**src/design/lrc_pkg.sv**
```systemverilog
// Shared constants, codes and types of the looped cubic table reader.
`default_nettype none
package lrc_pkg;

  localparam int TABLE_DEPTH = 4096;
  localparam int ADDR_W      = 12;
  localparam int LEN_W       = 13;
  localparam int SAMPLE_BITS = 16;
  localparam int FRAC_BITS   = 16;
  localparam int GUARD_BITS  = 8;
  localparam int POS_W       = 32;
  localparam int LOOP_END_W  = 13;
  localparam int DIV_W       = 34;
  localparam int DIV_CNT_W   = 6;
  localparam int APB_AW      = 3;
  localparam int APB_DW      = 32;

  localparam logic FUNC_WRITE = 1'b0;
  localparam logic FUNC_PLAY  = 1'b1;

  localparam logic REG_ABS_MODE     = 1'b0;
  localparam logic REG_TABLE_LENGTH = 1'b1;

  typedef struct packed {
    logic             start;
    logic [DIV_W-1:0] num;
    logic [DIV_W-1:0] den;
  } div_req_t;

  typedef struct packed {
    logic             done;
    logic [DIV_W-1:0] quo;
    logic [DIV_W-1:0] rem;
  } div_rsp_t;

endpackage
`default_nettype wire

```
**src/design/lrc_div.sv**
```systemverilog
// Shared restoring divider, one quotient bit per cycle.
`default_nettype none
module lrc_div (
  input  wire logic              clk_i,
  input  wire logic              rst_ni,
  input  wire lrc_pkg::div_req_t req_i,
  output lrc_pkg::div_rsp_t      rsp_o
);
  logic                           busy_q, busy_d;
  logic                           done_q, done_d;
  logic [lrc_pkg::DIV_CNT_W-1:0]  cnt_q, cnt_d;
  logic [lrc_pkg::DIV_W-1:0]      rem_q, rem_d;
  logic [lrc_pkg::DIV_W-1:0]      quo_q, quo_d;
  logic [lrc_pkg::DIV_W-1:0]      den_q, den_d;
  logic [lrc_pkg::DIV_W:0]        trial;

  always_comb begin
    busy_d = busy_q;
    done_d = 1'b0;
    cnt_d  = cnt_q;
    rem_d  = rem_q;
    quo_d  = quo_q;
    den_d  = den_q;
    trial  = {rem_q, quo_q[lrc_pkg::DIV_W-1]};
    if (req_i.start) begin
      busy_d = 1'b1;
      cnt_d  = lrc_pkg::DIV_CNT_W'(lrc_pkg::DIV_W);
      rem_d  = '0;
      quo_d  = req_i.num;
      den_d  = req_i.den;
    end else if (busy_q) begin
      if (trial >= {1'b0, den_q}) begin
        rem_d = lrc_pkg::DIV_W'(trial - {1'b0, den_q});
        quo_d = {quo_q[lrc_pkg::DIV_W-2:0], 1'b1};
      end else begin
        rem_d = trial[lrc_pkg::DIV_W-1:0];
        quo_d = {quo_q[lrc_pkg::DIV_W-2:0], 1'b0};
      end
      cnt_d = cnt_q - 1'b1;
      if (cnt_q == lrc_pkg::DIV_CNT_W'(1)) begin
        busy_d = 1'b0;
        done_d = 1'b1;
      end
    end
  end

  always_ff @(posedge clk_i or negedge rst_ni) begin
    if (!rst_ni) begin
      busy_q <= 1'b0;
      done_q <= 1'b0;
      cnt_q  <= '0;
    end else begin
      busy_q <= busy_d;
      done_q <= done_d;
      cnt_q  <= cnt_d;
    end
  end

  always_ff @(posedge clk_i) begin
    rem_q <= rem_d;
    quo_q <= quo_d;
    den_q <= den_d;
  end

  assign rsp_o.done = done_q;
  assign rsp_o.quo  = quo_q;
  assign rsp_o.rem  = rem_q;
endmodule
`default_nettype wire

```
**config.mk**
```make
export PLATFORM = sky130hd
export DESIGN_NAME = lrc_div
export DESIGN_NICKNAME = d
export VERILOG_FILES = /design/src/design/lrc_pkg.sv /design/src/design/lrc_div.sv
export SDC_FILE = /design/constraint.sdc
export NUM_CORES = 1
export LEC_CHECK = 0
export BUFFER_PORTS_ARGS = -buffer_cell sky130_fd_sc_hd__buf_4
export CAP_MARGIN = 10
export CORE_ASPECT_RATIO = 1.75
export CORE_MARGIN = 5
export CORE_UTILIZATION = 51
export CTS_BUF_LIST = sky130_fd_sc_hd__clkbuf_2 sky130_fd_sc_hd__clkbuf_4 sky130_fd_sc_hd__clkbuf_8
export DETAILED_ROUTE_END_ITERATION = 10
export GPL_TIMING_DRIVEN = 1
export HOLD_SLACK_MARGIN = 0.12
export PLACE_DENSITY = 0.79
export REMOVE_ABC_BUFFERS = 1
export SLEW_MARGIN = 40
export SYNTH_ARGS = -nofsm -noshare
export SYNTH_HDL_FRONTEND = slang
export SYNTH_SLANG_ARGS = --single-unit
```
**constraint.sdc**
```tcl
create_clock -name clk_i -period 3.4 [get_ports clk_i]
set_clock_uncertainty 0.05 [all_clocks]
set_input_delay 0.17 -clock clk_i [delete_from_list [all_inputs] [get_ports clk_i]]
set_output_delay 0.17 -clock clk_i [all_outputs]
set_load 0.05 [all_outputs]
```
==> key figures, run 1 <==
Global routing
  – Initial antenna violation count: 0
  – Largest net degree at the start of global routing: 82
  – Vias in the first global route: 5973
  – Total track usage: 23.4%
  – Global route overflow: 0
  – First-pass GRT wire length: 28400 um

Logic synthesis
  – Cell Area, Synth: 0.00645 sq mm
  – Cells after Synth: 648
  – Synth unique cells: 66
  – Main synth FF type: edfxtp_1
  – Register bit count reported by yosys: 110
  – Synth Area per Inst: 9.96 sq um
  – Seq/Total Area, Yosys: 45.3%
  – Async SR Flop Fraction: 7.27%
  – Yosys warns: 0
  – Post-synth EDFFs: 68

Die
  – Core Box Area: 0.0124 sq mm
  – Initial Util: 51.9%
  – I/O pin cnt: 140
  – Rows: 54
  – Die width: 95.0 um
  – Die ar.: 0.0151 sq mm
  – DIE HEIGHT: 159 um

Detailed routing
  – Iteration-0 DRC count of the detailed router: 307
  – Vias/cell: 5.66
  – Via count: 5771
  – Iteration count of the initial detailed-routing pass: 4
  – Detailed Route WL: 17600 um
  – Post-DRT Antenna Nets: 0
  – DRC viols: 0
  – WL/cell: 17.2 um

Job
  – Max-cap violations: 0

Place
  – Pre-CTS WS: 0.144 ns
  – IO Port Bufs: 139
  – Placed cells: 933
  – Placer congestion estimate: 0.889
  – HPWL after detailed placement: 12500 um

Setup path
  – R2R cell count: 13
  – Worst Path Max Fanout: 4
  – Crit. Startpoint: quo_q[33]
  – Startpoint Class: flop
  – Flop-to-flop setup slack: 0.20 ns
  – Setup CP Type: reg2reg
  – Setup crit end: rem_q[26]
  – CP arrival: 3.44 ns
  – WP data required: 3.64 ns
  – CP endpoint kind: flop
  – Reg-to-Reg End: rem_q[26]
  – Reg-to-Reg Start: quo_q[33]

Power
  – Sequential share of power: 30.1%
  – Net Switching: 3.11 mW
  – Lkg Pwr: 3.72 nW
  – Comb pwr share: 57.3%
  – Sw Ratio: 47.9%
  – PnR Total Power: 6.48 mW
  – VDD IR max: 370 uV
  – Pwr Density: 757 mW/mm^2
  – Pint: 3.38 mW
  – Clock power share: 12.6%

Clock tree
  – Clock Tree Buf Depth: 2
  – Post-CTS setup buffers: 0
  – Clock buffer count from CTS: 9
  – Clk pin slew, worst setup/hold paths: 0.13 ns
  – Insertion delay to the later sink of the worst-skew pair: 0.39 ns
  – CTS tree: yes
  – Root buffer cell: clkbuf_8
  – CTS sink cnt: 110
  – H-tree levels: 3

Worst hold path
  – HP Class: in2reg

STA
  – Worst setup margin: 0.199 ns
  – Final Critical Period: 3.20 ns
  – RSZ-0062 raised after global routing: false
  – Max Fclk: 312 MHz
  – Final clock period utilization by the worst path: 94.1%
  – Final hold violation count: 0
  – Fin. max-slew vios: 0
  – Final TNS setup: 0 ns
  – Slew @ Worst Pin: 0.619 ns
  – Slew headroom: 58.1%
  – Final setup vio count: 0

Finish
  – Layout cells sized above 1: 24.9%
  – Fill cell count: 958
  – Synthesis-to-finish area growth: 32.7%
  – Non-filler cells, final: 1019
  – Final #Nets: 954
  – N_diodes: 0

Outcome
  – Status: finished, final reports clean
how the worst min path moves through the flow:
stage / end / cells after the start / start / slack (ns)
6_report: cnt_q[2] / 2 / req_i[68] / 0.14
5_1_grt: cnt_q[2] / 2 / req_i[68] / 0.13
4_1_cts: cnt_q[3] / 2 / req_i[68] / 0.13
3_5_place_dp: done_q / 1 / rst_ni / -0.06
3_3_place_gp: cnt_q[4] / 1 / rst_ni / -0.06
2_1_floorplan: busy_q / 0 / rst_ni / -0.18
cell families (layout without fill, tap and decap cells):
family / after synthesis / in the layout / share of synthesized area [%]
AO/OA/AOI/OAI: 145 / 145 / 16.7
XOR/XNOR: 26 / 26 / 3.53
adder cells (fa/ha/maj): 37 / 37 / 7.29
buffers and inverters: 79 / 282 / 5.35
flip-flops: 110 / 110 / 45.3
multiplexers: 38 / 38 / 6.56
AND/OR/NAND/NOR: 213 / 213 / 15.3
stage by stage:
stage          hold WS, ns  utilization, %  instance area [sq um]
2_1_floorplan       -0.176               -                   6270
3_3_place_gp       -0.0608            61.5                   7640
3_5_place_dp       -0.0593            61.5                   7640
4_1_cts              0.132            68.8                   8550
5_1_grt              0.130            68.9                   8560
6_report             0.138            68.9                   8560
registers in the layout, summed over array words and instances, names as in the netlist:
register	cells
quo_q	34
cnt_q	6
done_q	1
den_q	34
busy_q	1
rem_q	34
area by class of cell:
cell class / instances / area [sq um] / share of cell area [%]
Multi-Input combinational cell: 459 / 3190 / 37.3
Sequential cell: 110 / 2920 / 34.2
Timing Repair Buffer: 221 / 1860 / 21.7
Tap cell: 168 / 210 / 2.46
Inverter: 45 / 169 / 1.97
Clock buffer: 9 / 124 / 1.45
Clock inverter: 7 / 85.1 / 0.994
power by group through the flow:
| stage | clock (mW) | combinational [mW] | sequential (mW) |
|---|---|---|---|
| floorplan | 0 | 1.78 | 2.69 |
| global placement | 0 | 3.52 | 1.97 |
| detailed placement | 0 | 3.60 | 1.97 |
| CTS | 0.839 | 3.68 | 1.95 |
| global route | 0.888 | 3.99 | 1.99 |
| finish | 0.819 | 3.71 | 1.95 |
cell usage in the layout, fill, tap and decap left out, types with 4 or more instances in the layout:
| cell type | netlist | layout |
|---|---|---|
| a211oi_1 | 6 | 6 |
| a21o_1 | 12 | 11 |
| a21oi_1 | 27 | 27 |
| a311oi_1 | 30 | 30 |
| a41oi_1 | 4 | 4 |
| and2_1 | 6 | 6 |
| and3_1 | 7 | 7 |
| buf_4 | 2 | 149 |
| clkbuf_8 | 0 | 9 |
| dfrtp_1 | 8 | 7 |
| dfxtp_1 | 34 | 34 |
| dlygate4sd3_1 | 0 | 70 |
| edfxtp_1 | 68 | 68 |
| ha_1 | 36 | 36 |
| inv_1 | 44 | 44 |
| mux2_2 | 34 | 34 |
| mux2i_1 | 4 | 4 |
| nand2_1 | 79 | 79 |
| nand2b_1 | 4 | 4 |
| nand3_1 | 9 | 9 |
| nand4_1 | 5 | 5 |
| nor2_1 | 65 | 65 |
| nor2b_1 | 8 | 8 |
| nor3_1 | 7 | 7 |
| nor3b_1 | 4 | 4 |
| nor4_1 | 5 | 5 |
| o21ai_0 | 22 | 22 |
| o31ai_1 | 4 | 4 |
| or3_1 | 4 | 4 |
| xnor2_1 | 17 | 17 |
| xor2_1 | 9 | 9 |
worst max-delay path: stages (launching register included):
cell and delay [ns]:
edfxtp_1 0.42, inv_1 0.09, ha_1 0.17, inv_1 0.05, fa_1 0.40, nand2_1 0.11
a21oi_1 0.12, o31ai_1 0.38, buf_4 0.21, o211ai_1 0.18, a31oi_2 0.35, and4b_1 0.23
o31ai_1 0.08, a311oi_1 0.26
Yosys cell counts (5+ instances only):
cell       n  area [sq um]
buf_2      9          45.0
edfxtp_1  68          2040
xnor2_1   17           149
dfxtp_1   34           681
nor4_1     5          31.3
dfrtp_1    8           200
ha_1      36           450
nand2_1   79           297
inv_1     44           165
nor2_1    65           244
mux2_2    34           383
and3_1     7          43.8
nor2b_1    8          50.1
a311oi_1  30           263
xor2_1     9          78.8
o21ai_0   22           110
nand3_1    9          45.0
a211oi_1   6          45.0
clkbuf_1  18          67.6
nand4_1    5          31.3
and2_1     6          37.5
a21o_1    12          90.1
nor3_1     7          35.0
a21oi_1   27           135
per-layer routing:
layer | global-route usage (%) | wire [um] | up-vias
met5 | 0 | 0 | -
met4 | 8.41 | 429 | 0
met3 | 7.10 | 1220 | 37
met2 | 41.6 | 9210 | 195
met1 | 25.5 | 6720 | 2765
li1 | - | - | 2774
what timing repair did:
action / CTS / global route
endpoints found under the hold margin: 76 / 0
gates resized for setup: 0 / 2
setup endpoints to repair: 0 / 12
hold buffers: 70 / 0
Power figures use the tool's default switching activity.
==> run 2, diff against run 1 <==
RECOVER_POWER = 25   (was default)
==> run 2 against run 1 <==
Against the previous run: global-route usage unchanged; sequential share of layout area grew 0.060 points; wire length fell by 0.13%; first-iteration DRC count up 1.6%; the run now ends with max-capacitance violations, max-slew violations left.
==> key figures, run 2 (synthesis results as in run 1) <==
Setup path
  – Startpoint Class: flop
  – CP arrival: 3.38 ns (-0.06 ns)
  – Reg-to-Reg End: rem_q[26]
  – R2R cell count: 13 (unchanged)
  – Reg-to-Reg Start: quo_q[33]
  – Flop-to-flop setup slack: 0.15 ns (-0.05 ns)
  – Setup crit end: rem_q[26]
  – Worst Path Max Fanout: 4 (unchanged)
  – Setup CP Type: reg2reg
  – WP data required: 3.53 ns (-0.11 ns)
  – Crit. Startpoint: quo_q[33]
  – CP endpoint kind: flop

Global routing
  – Global route overflow: 0 (unchanged)
  – Largest net degree at the start of global routing: 82 (unchanged)
  – First-pass GRT wire length: 28400 um (unchanged)
  – Total track usage: 23.4% (unchanged)
  – Initial antenna violation count: 0 (unchanged)
  – Vias in the first global route: 5973 (unchanged)

STA
  – RSZ-0062 raised after global routing: false
  – Final Critical Period: 3.25 ns (+0.0507 ns)
  – Max Fclk: 308 MHz (-1.6%)
  – Fin. max-slew vios: 82 (+82)
  – Final setup vio count: 0 (unchanged)
  – Final TNS setup: 0 ns (unchanged)
  – Slew headroom: -28.5% (-87 points)
  – Worst setup margin: 0.149 ns (-0.0507 ns)
  – Final hold violation count: 0 (unchanged)
  – Slew @ Worst Pin: 1.93 ns (+1.31 ns)
  – Final clock period utilization by the worst path: 95.6% (+1.5 points)

Die
  – Initial Util: 51.9% (unchanged)
  – Die ar.: 0.0151 sq mm (unchanged)
  – Die width: 95.0 um (unchanged)
  – Core Box Area: 0.0124 sq mm (unchanged)
  – Rows: 54 (unchanged)
  – DIE HEIGHT: 159 um (unchanged)
  – I/O pin cnt: 140 (unchanged)

Finish
  – Fill cell count: 960 (+0.21%)
  – Sequential Area: 0.00292 sq mm (unchanged)
  – Most frequent cells in the layout: buf_4, nand2_1, dlygate4sd3_1
  – Biggest regs: den_q x34, quo_q x34, rem_q x34
  – Final #Nets: 954 (unchanged)
  – Layout cells sized above 1: 24.9% (unchanged)
  – Commonest non-fill, non-tap cell in the layout: buf_4
  – Synthesis-to-finish area growth: 32.5%
  – Area occupied by multi-input gates: 0.00319 sq mm (unchanged)
  – N_diodes: 0 (unchanged)

Detailed routing
  – Iteration count of the initial detailed-routing pass: 5 (+1)
  – Met2 wire len: 9140 um (-0.72%)
  – Via count: 5755 (-0.28%)
  – Met1 wire length: 6760 um (+0.55%)
  – WL/cell: 17.2 um (-0.13%)
  – Highest metal used: met4
  – Vias/cell: 5.65 (-0.28%)
  – Iteration-0 DRC count of the detailed router: 312 (+1.6%)
  – Met3 WL post-DR: 1210 um (-0.41%)
  – Post-DRT Antenna Nets: 0 (unchanged)
  – DRC viols: 0 (unchanged)
  – Detailed Route WL: 17600 um (-0.13%)

Place
  – Pre-CTS WS: 0.144 ns (unchanged)
  – IO Port Bufs: 139 (unchanged)
  – HPWL after detailed placement: 12500 um (unchanged)
  – Placer congestion estimate: 0.889 (unchanged)

Outcome
  – Violated checks: max-capacitance violations, max-slew violations
  – Status: finished, violations left

Clock tree
  – Insertion delay to the later sink of the worst-skew pair: 0.39 ns (about the same)
  – H-tree levels: 3 (unchanged)
  – Post-CTS setup buffers: 0 (unchanged)
  – CTS sink cnt: 110 (unchanged)
  – Clock buffer count from CTS: 9 (unchanged)
  – Clk pin slew, worst setup/hold paths: 0.13 ns (about the same)
  – CTS tree: yes
  – Root buffer cell: clkbuf_8
  – Clock Tree Buf Depth: 2 (unchanged)

Worst hold path
  – Hold depth: 2 (unchanged)
  – HP Class: in2reg

Power
  – Pwr Density: 758 mW/mm^2 (+0.14%)
  – PnR Total Power: 6.48 mW (about the same)
  – VDD IR max: 370 uV (about the same)
  – Lkg Pwr: 3.71 nW (-0.33%)

Job
  – Max-cap violations: 1 (+1)
## run 2: cell count changes in the layout (fill, tap and decap cells not counted)
cell,previous run,this run
clkbuf_4,0,34
buf_12,2,1
clkbuf_2,0,1
buf_4,149,115
## run 2: metal layers
| metal | vias up | track usage [%] |
|---|---|---|
| met1 | 2745 | 25.5 |
| met4 | 0 | 8.41 |
| met2 | 192 | 41.6 |
| met5 | - | 0 |
| met3 | 39 | 7.10 |
| li1 | 2779 | - |
## run 2: how the worst min path moves through the flow
stage	from	end
finish	req_i[68]	cnt_q[2]
global route	req_i[68]	cnt_q[2]
CTS	req_i[68]	cnt_q[3]
detailed placement	rst_ni	done_q
global placement	rst_ni	cnt_q[4]
floorplan	rst_ni	busy_q
## run 2: repair_timing
item,CTS,global route
gates resized for setup,0,2
hold endpoints to repair,76,0
setup endpoints to repair,0,12
hold buffers,70,0
## run 2: power by group
part | internal (mW) | total (mW) | leakage [nW] | switching [mW]
Clock | 0.298 | 0.819 | 0.101 | 0.521
Combinational | 1.38 | 3.71 | 2.54 | 2.33
Sequential | 1.70 | 1.95 | 1.07 | 0.249
Total | 3.38 | 6.48 | 3.71 | 3.10
## run 2: area by class of cell
type	instances	share of cell area (%)
multi-input cells	459	37.3
flip-flops and latches	110	34.2
repair buffers	221	21.6
well taps	168	2.46
inverters	45	1.98
clock buffers	9	1.45
clock inverters	7	0.995
## run 2: stage by stage
step / hold WS (ns) / util [%] / area (sq um) / instances
6_report: 0.132 / 68.8 / 8550 / 1019
5_1_grt: 0.122 / 68.8 / 8550 / 1019
4_1_cts: 0.132 / 68.8 / 8550 / 1019
3_5_place_dp: -0.0593 / 61.5 / 7640 / 933
3_3_place_gp: -0.0608 / 61.5 / 7640 / 933
2_1_floorplan: -0.176 / - / 6270 / 614
## run 2: critical path: stages, from the launching register on
cell	delay, ns
edfxtp_1	0.42
inv_1	0.09
ha_1	0.17
inv_1	0.05
fa_1	0.40
nand2_1	0.11
a21oi_1	0.12
o31ai_1	0.38
buf_4	0.21
o211ai_1	0.17
a31oi_2	0.34
nor4_1	0.10
o31ai_1	0.29
a311oi_1	0.13
==> run 3, diff against run 2 <==
PLACE_DENSITY = 0.82   (was 0.79)
clock period = 2.8 ns   (was 3.4 ns; I/O delays follow)
==> run 3 against run 2 <==
Against the previous run: count of clock-buffer cells in the layout did not move; cell area increased by 9.7%; via count up 9.1%; die area did not move; non-clock buffer count rose by 71; cell count increased by 7.0%; utilization up 6.7 points; the flow finishes with violations (negative setup slack); wire length up 15%; first-iteration DRC count up 29%; critical endpoint is now rem_q[29]; clock power grew 29%.
==> key figures, run 3 (synthesis results as in run 1) <==
Power
  – Lkg Pwr: 4.11 nW (+11%)
  – VDD IR max: 474 uV (+28%)
  – Pwr Density: 967 mW/mm^2 (+28%)

Global routing
  – Global route overflow: 0 (unchanged)
  – Initial antenna violation count: 0 (unchanged)
  – Total track usage: 25.6% (+2.2 points)
  – Largest net degree at the start of global routing: 53 (-35%)
  – First-pass GRT wire length: 30700 um (+8.3%)
  – Vias in the first global route: 6343 (+6.2%)

STA
  – Worst setup margin: -0.0100 ns (-0.159 ns)
  – Slew @ Worst Pin: 0.782 ns (-1.15 ns)
  – Fin. max-slew vios: 0 (-100%)
  – Final Critical Period: 2.81 ns (-0.441 ns)
  – Max Fclk: 356 MHz (+16%)
  – Final setup vio count: 2 (+2)
  – Final TNS setup: -0.0175 ns (-0.0175 ns)
  – RSZ-0062 raised after global routing: true
  – Final hold violation count: 0 (unchanged)
  – Final clock period utilization by the worst path: 100% (+4.7 points)
  – Slew headroom: 47.9% (+76 points)

Die
  – Initial Util: 51.9% (unchanged)
  – Rows: 54 (unchanged)
  – I/O pin cnt: 140 (unchanged)
  – Core Box Area: 0.0124 sq mm (unchanged)
  – Die ar.: 0.0151 sq mm (unchanged)
  – DIE HEIGHT: 159 um (unchanged)
  – Die width: 95.0 um (unchanged)

Detailed routing
  – Detailed Route WL: 20100 um (+15%)
  – DRC viols: 0 (unchanged)
  – Via count: 6276 (+9.1%)
  – Vias/cell: 5.76 (+1.9%)
  – Iteration count of the initial detailed-routing pass: 5 (unchanged)
  – WL/cell: 18.5 um (+7.2%)
  – Post-DRT Antenna Nets: 0 (unchanged)
  – Iteration-0 DRC count of the detailed router: 404 (+29%)

Setup path
  – WP data required: 3.09 ns (-0.44 ns)
  – Worst Path Max Fanout: 6 (+2)
  – Startpoint Class: flop
  – CP endpoint kind: flop
  – CP arrival: 3.10 ns (-0.28 ns)
  – Setup CP Type: reg2reg

Finish
  – Design area: 0.00937 sq mm (+9.7%)
  – Synthesis-to-finish area growth: 45.3%
  – Final #Nets: 1025 (+7.4%)
  – Layout cells sized above 1: 35.0% (+10 points)
  – N_diodes: 0 (unchanged)
  – Fin util: 75.4% (+6.7 points)
  – Commonest non-fill, non-tap cell in the layout: buf_4
  – Most frequent cells in the layout: buf_4, nand2_1, dlygate4sd3_1
  – Biggest regs: den_q x34, quo_q x34, rem_q x34

Clock tree
  – Clk pin slew, worst setup/hold paths: 0.12 ns (about the same)
  – Root buffer cell: clkbuf_8
  – Insertion delay to the later sink of the worst-skew pair: 0.41 ns (+0.02 ns)
  – CTS sink cnt: 110 (unchanged)
  – Clock buffer count from CTS: 9 (unchanged)
  – CTS tree: yes
  – H-tree levels: 3 (unchanged)
  – Clock Tree Buf Depth: 2 (unchanged)

Outcome
  – Status: finished, violations left
  – Violated checks: negative setup slack

Job
  – Max-cap violations: 0 (-1)

Place
  – Placed instance area: 0.00807 sq mm (+5.6%)
  – Placer congestion estimate: 0.960 (+8.0%)
  – HPWL after detailed placement: 13300 um (+6.4%)
  – IO Port Bufs: 139 (unchanged)

Worst hold path
  – HP Class: in2reg
-- run 3: changes by cell type in the layout (fill, tap and decap cells not counted), moves of 3 or more --
cell      change
a21oi_1       -4
a311oi_1      -3
a311oi_2      +3
buf_4        +69
ha_1          -9
ha_4          +7
nor4_1        -4
nor4_2        +4
-- run 3: routing by layer --
metal  up-vias  GRT usage [%]  wire length, um  part of all wire (%)
met5         -              0                0                     0
met2       287           47.1            10800                    54
met1      3006           27.5             7270                    36
met3        66           7.10             1350                   6.7
met4         0           8.21              678                   3.4
li1       2917              -                -                     -
-- run 3: worst max-delay path, cell delays in order, from the launching register on --
cell      delay, ns
edfxtp_1       0.34
inv_1          0.05
ha_2           0.39
nand2_1        0.10
nor4_2         0.33
a41oi_1        0.15
o41a_1         0.34
o21ai_2        0.13
a21oi_4        0.10
buf_4          0.17
or4b_1         0.54
nand2_1        0.08
-- run 3: cell type report --
cell class | instances | area [sq um]
Timing Repair Buffer | 292 | 2400
Multi-Input combinational cell | 459 | 3450
Fill cell | 850 | 3060
Clock buffer | 9 | 124
Tap cell | 168 | 210
Sequential cell | 110 | 2930
Inverter | 45 | 169
Clock inverter | 7 | 96.3
-- run 3: path summary, 6_finish.rpt --
kind                                start         to  slack (ns)  cells after the start
worst max-delay path             den_q[6]  rem_q[29]       -0.01                     11
worst max register to register   den_q[6]  rem_q[29]       -0.01                     11
max in group asynchronous          rst_ni     busy_q        1.79                      3
worst min register to register  rem_q[11]  rem_q[12]        0.48                      2
worst min-delay path            req_i[68]  den_q[26]        0.23                      1
min in group asynchronous          rst_ni   cnt_q[4]        0.63                      3
-- run 3: metrics by stage --
step	hold slack (ns)	power, mW	cells	setup slack (ns)
6_report	0.226	9.07	1090	-0.0100
5_1_grt	0.222	9.56	1090	-0.207
2_1_floorplan	-0.206	5.42	614	-0.438
3_5_place_dp	-0.0880	7.22	993	-0.158
3_3_place_gp	-0.0898	7.12	993	-0.0748
4_1_cts	0.233	8.40	1079	0.00226
-- run 3: what timing repair did --
| action | 4_1_cts | 5_1_grt |
|---|---|---|
| setup buffers | 0 | 10 |
| hold buffers | 70 | 0 |
| gates resized for setup | 9 | 50 |
| setup endpoints to repair | 31 | 33 |
| pin swaps | 9 | 23 |
| endpoints found under the hold margin | 76 | 0 |
| cloned | 0 | 1 |
-- run 3: power breakdown --
| part | switching (mW) | internal (mW) |
|---|---|---|
| sequential | 0.292 | 2.07 |
| combinational | 3.25 | 2.40 |
| clock | 0.685 | 0.375 |
| total | 4.22 | 4.84 |
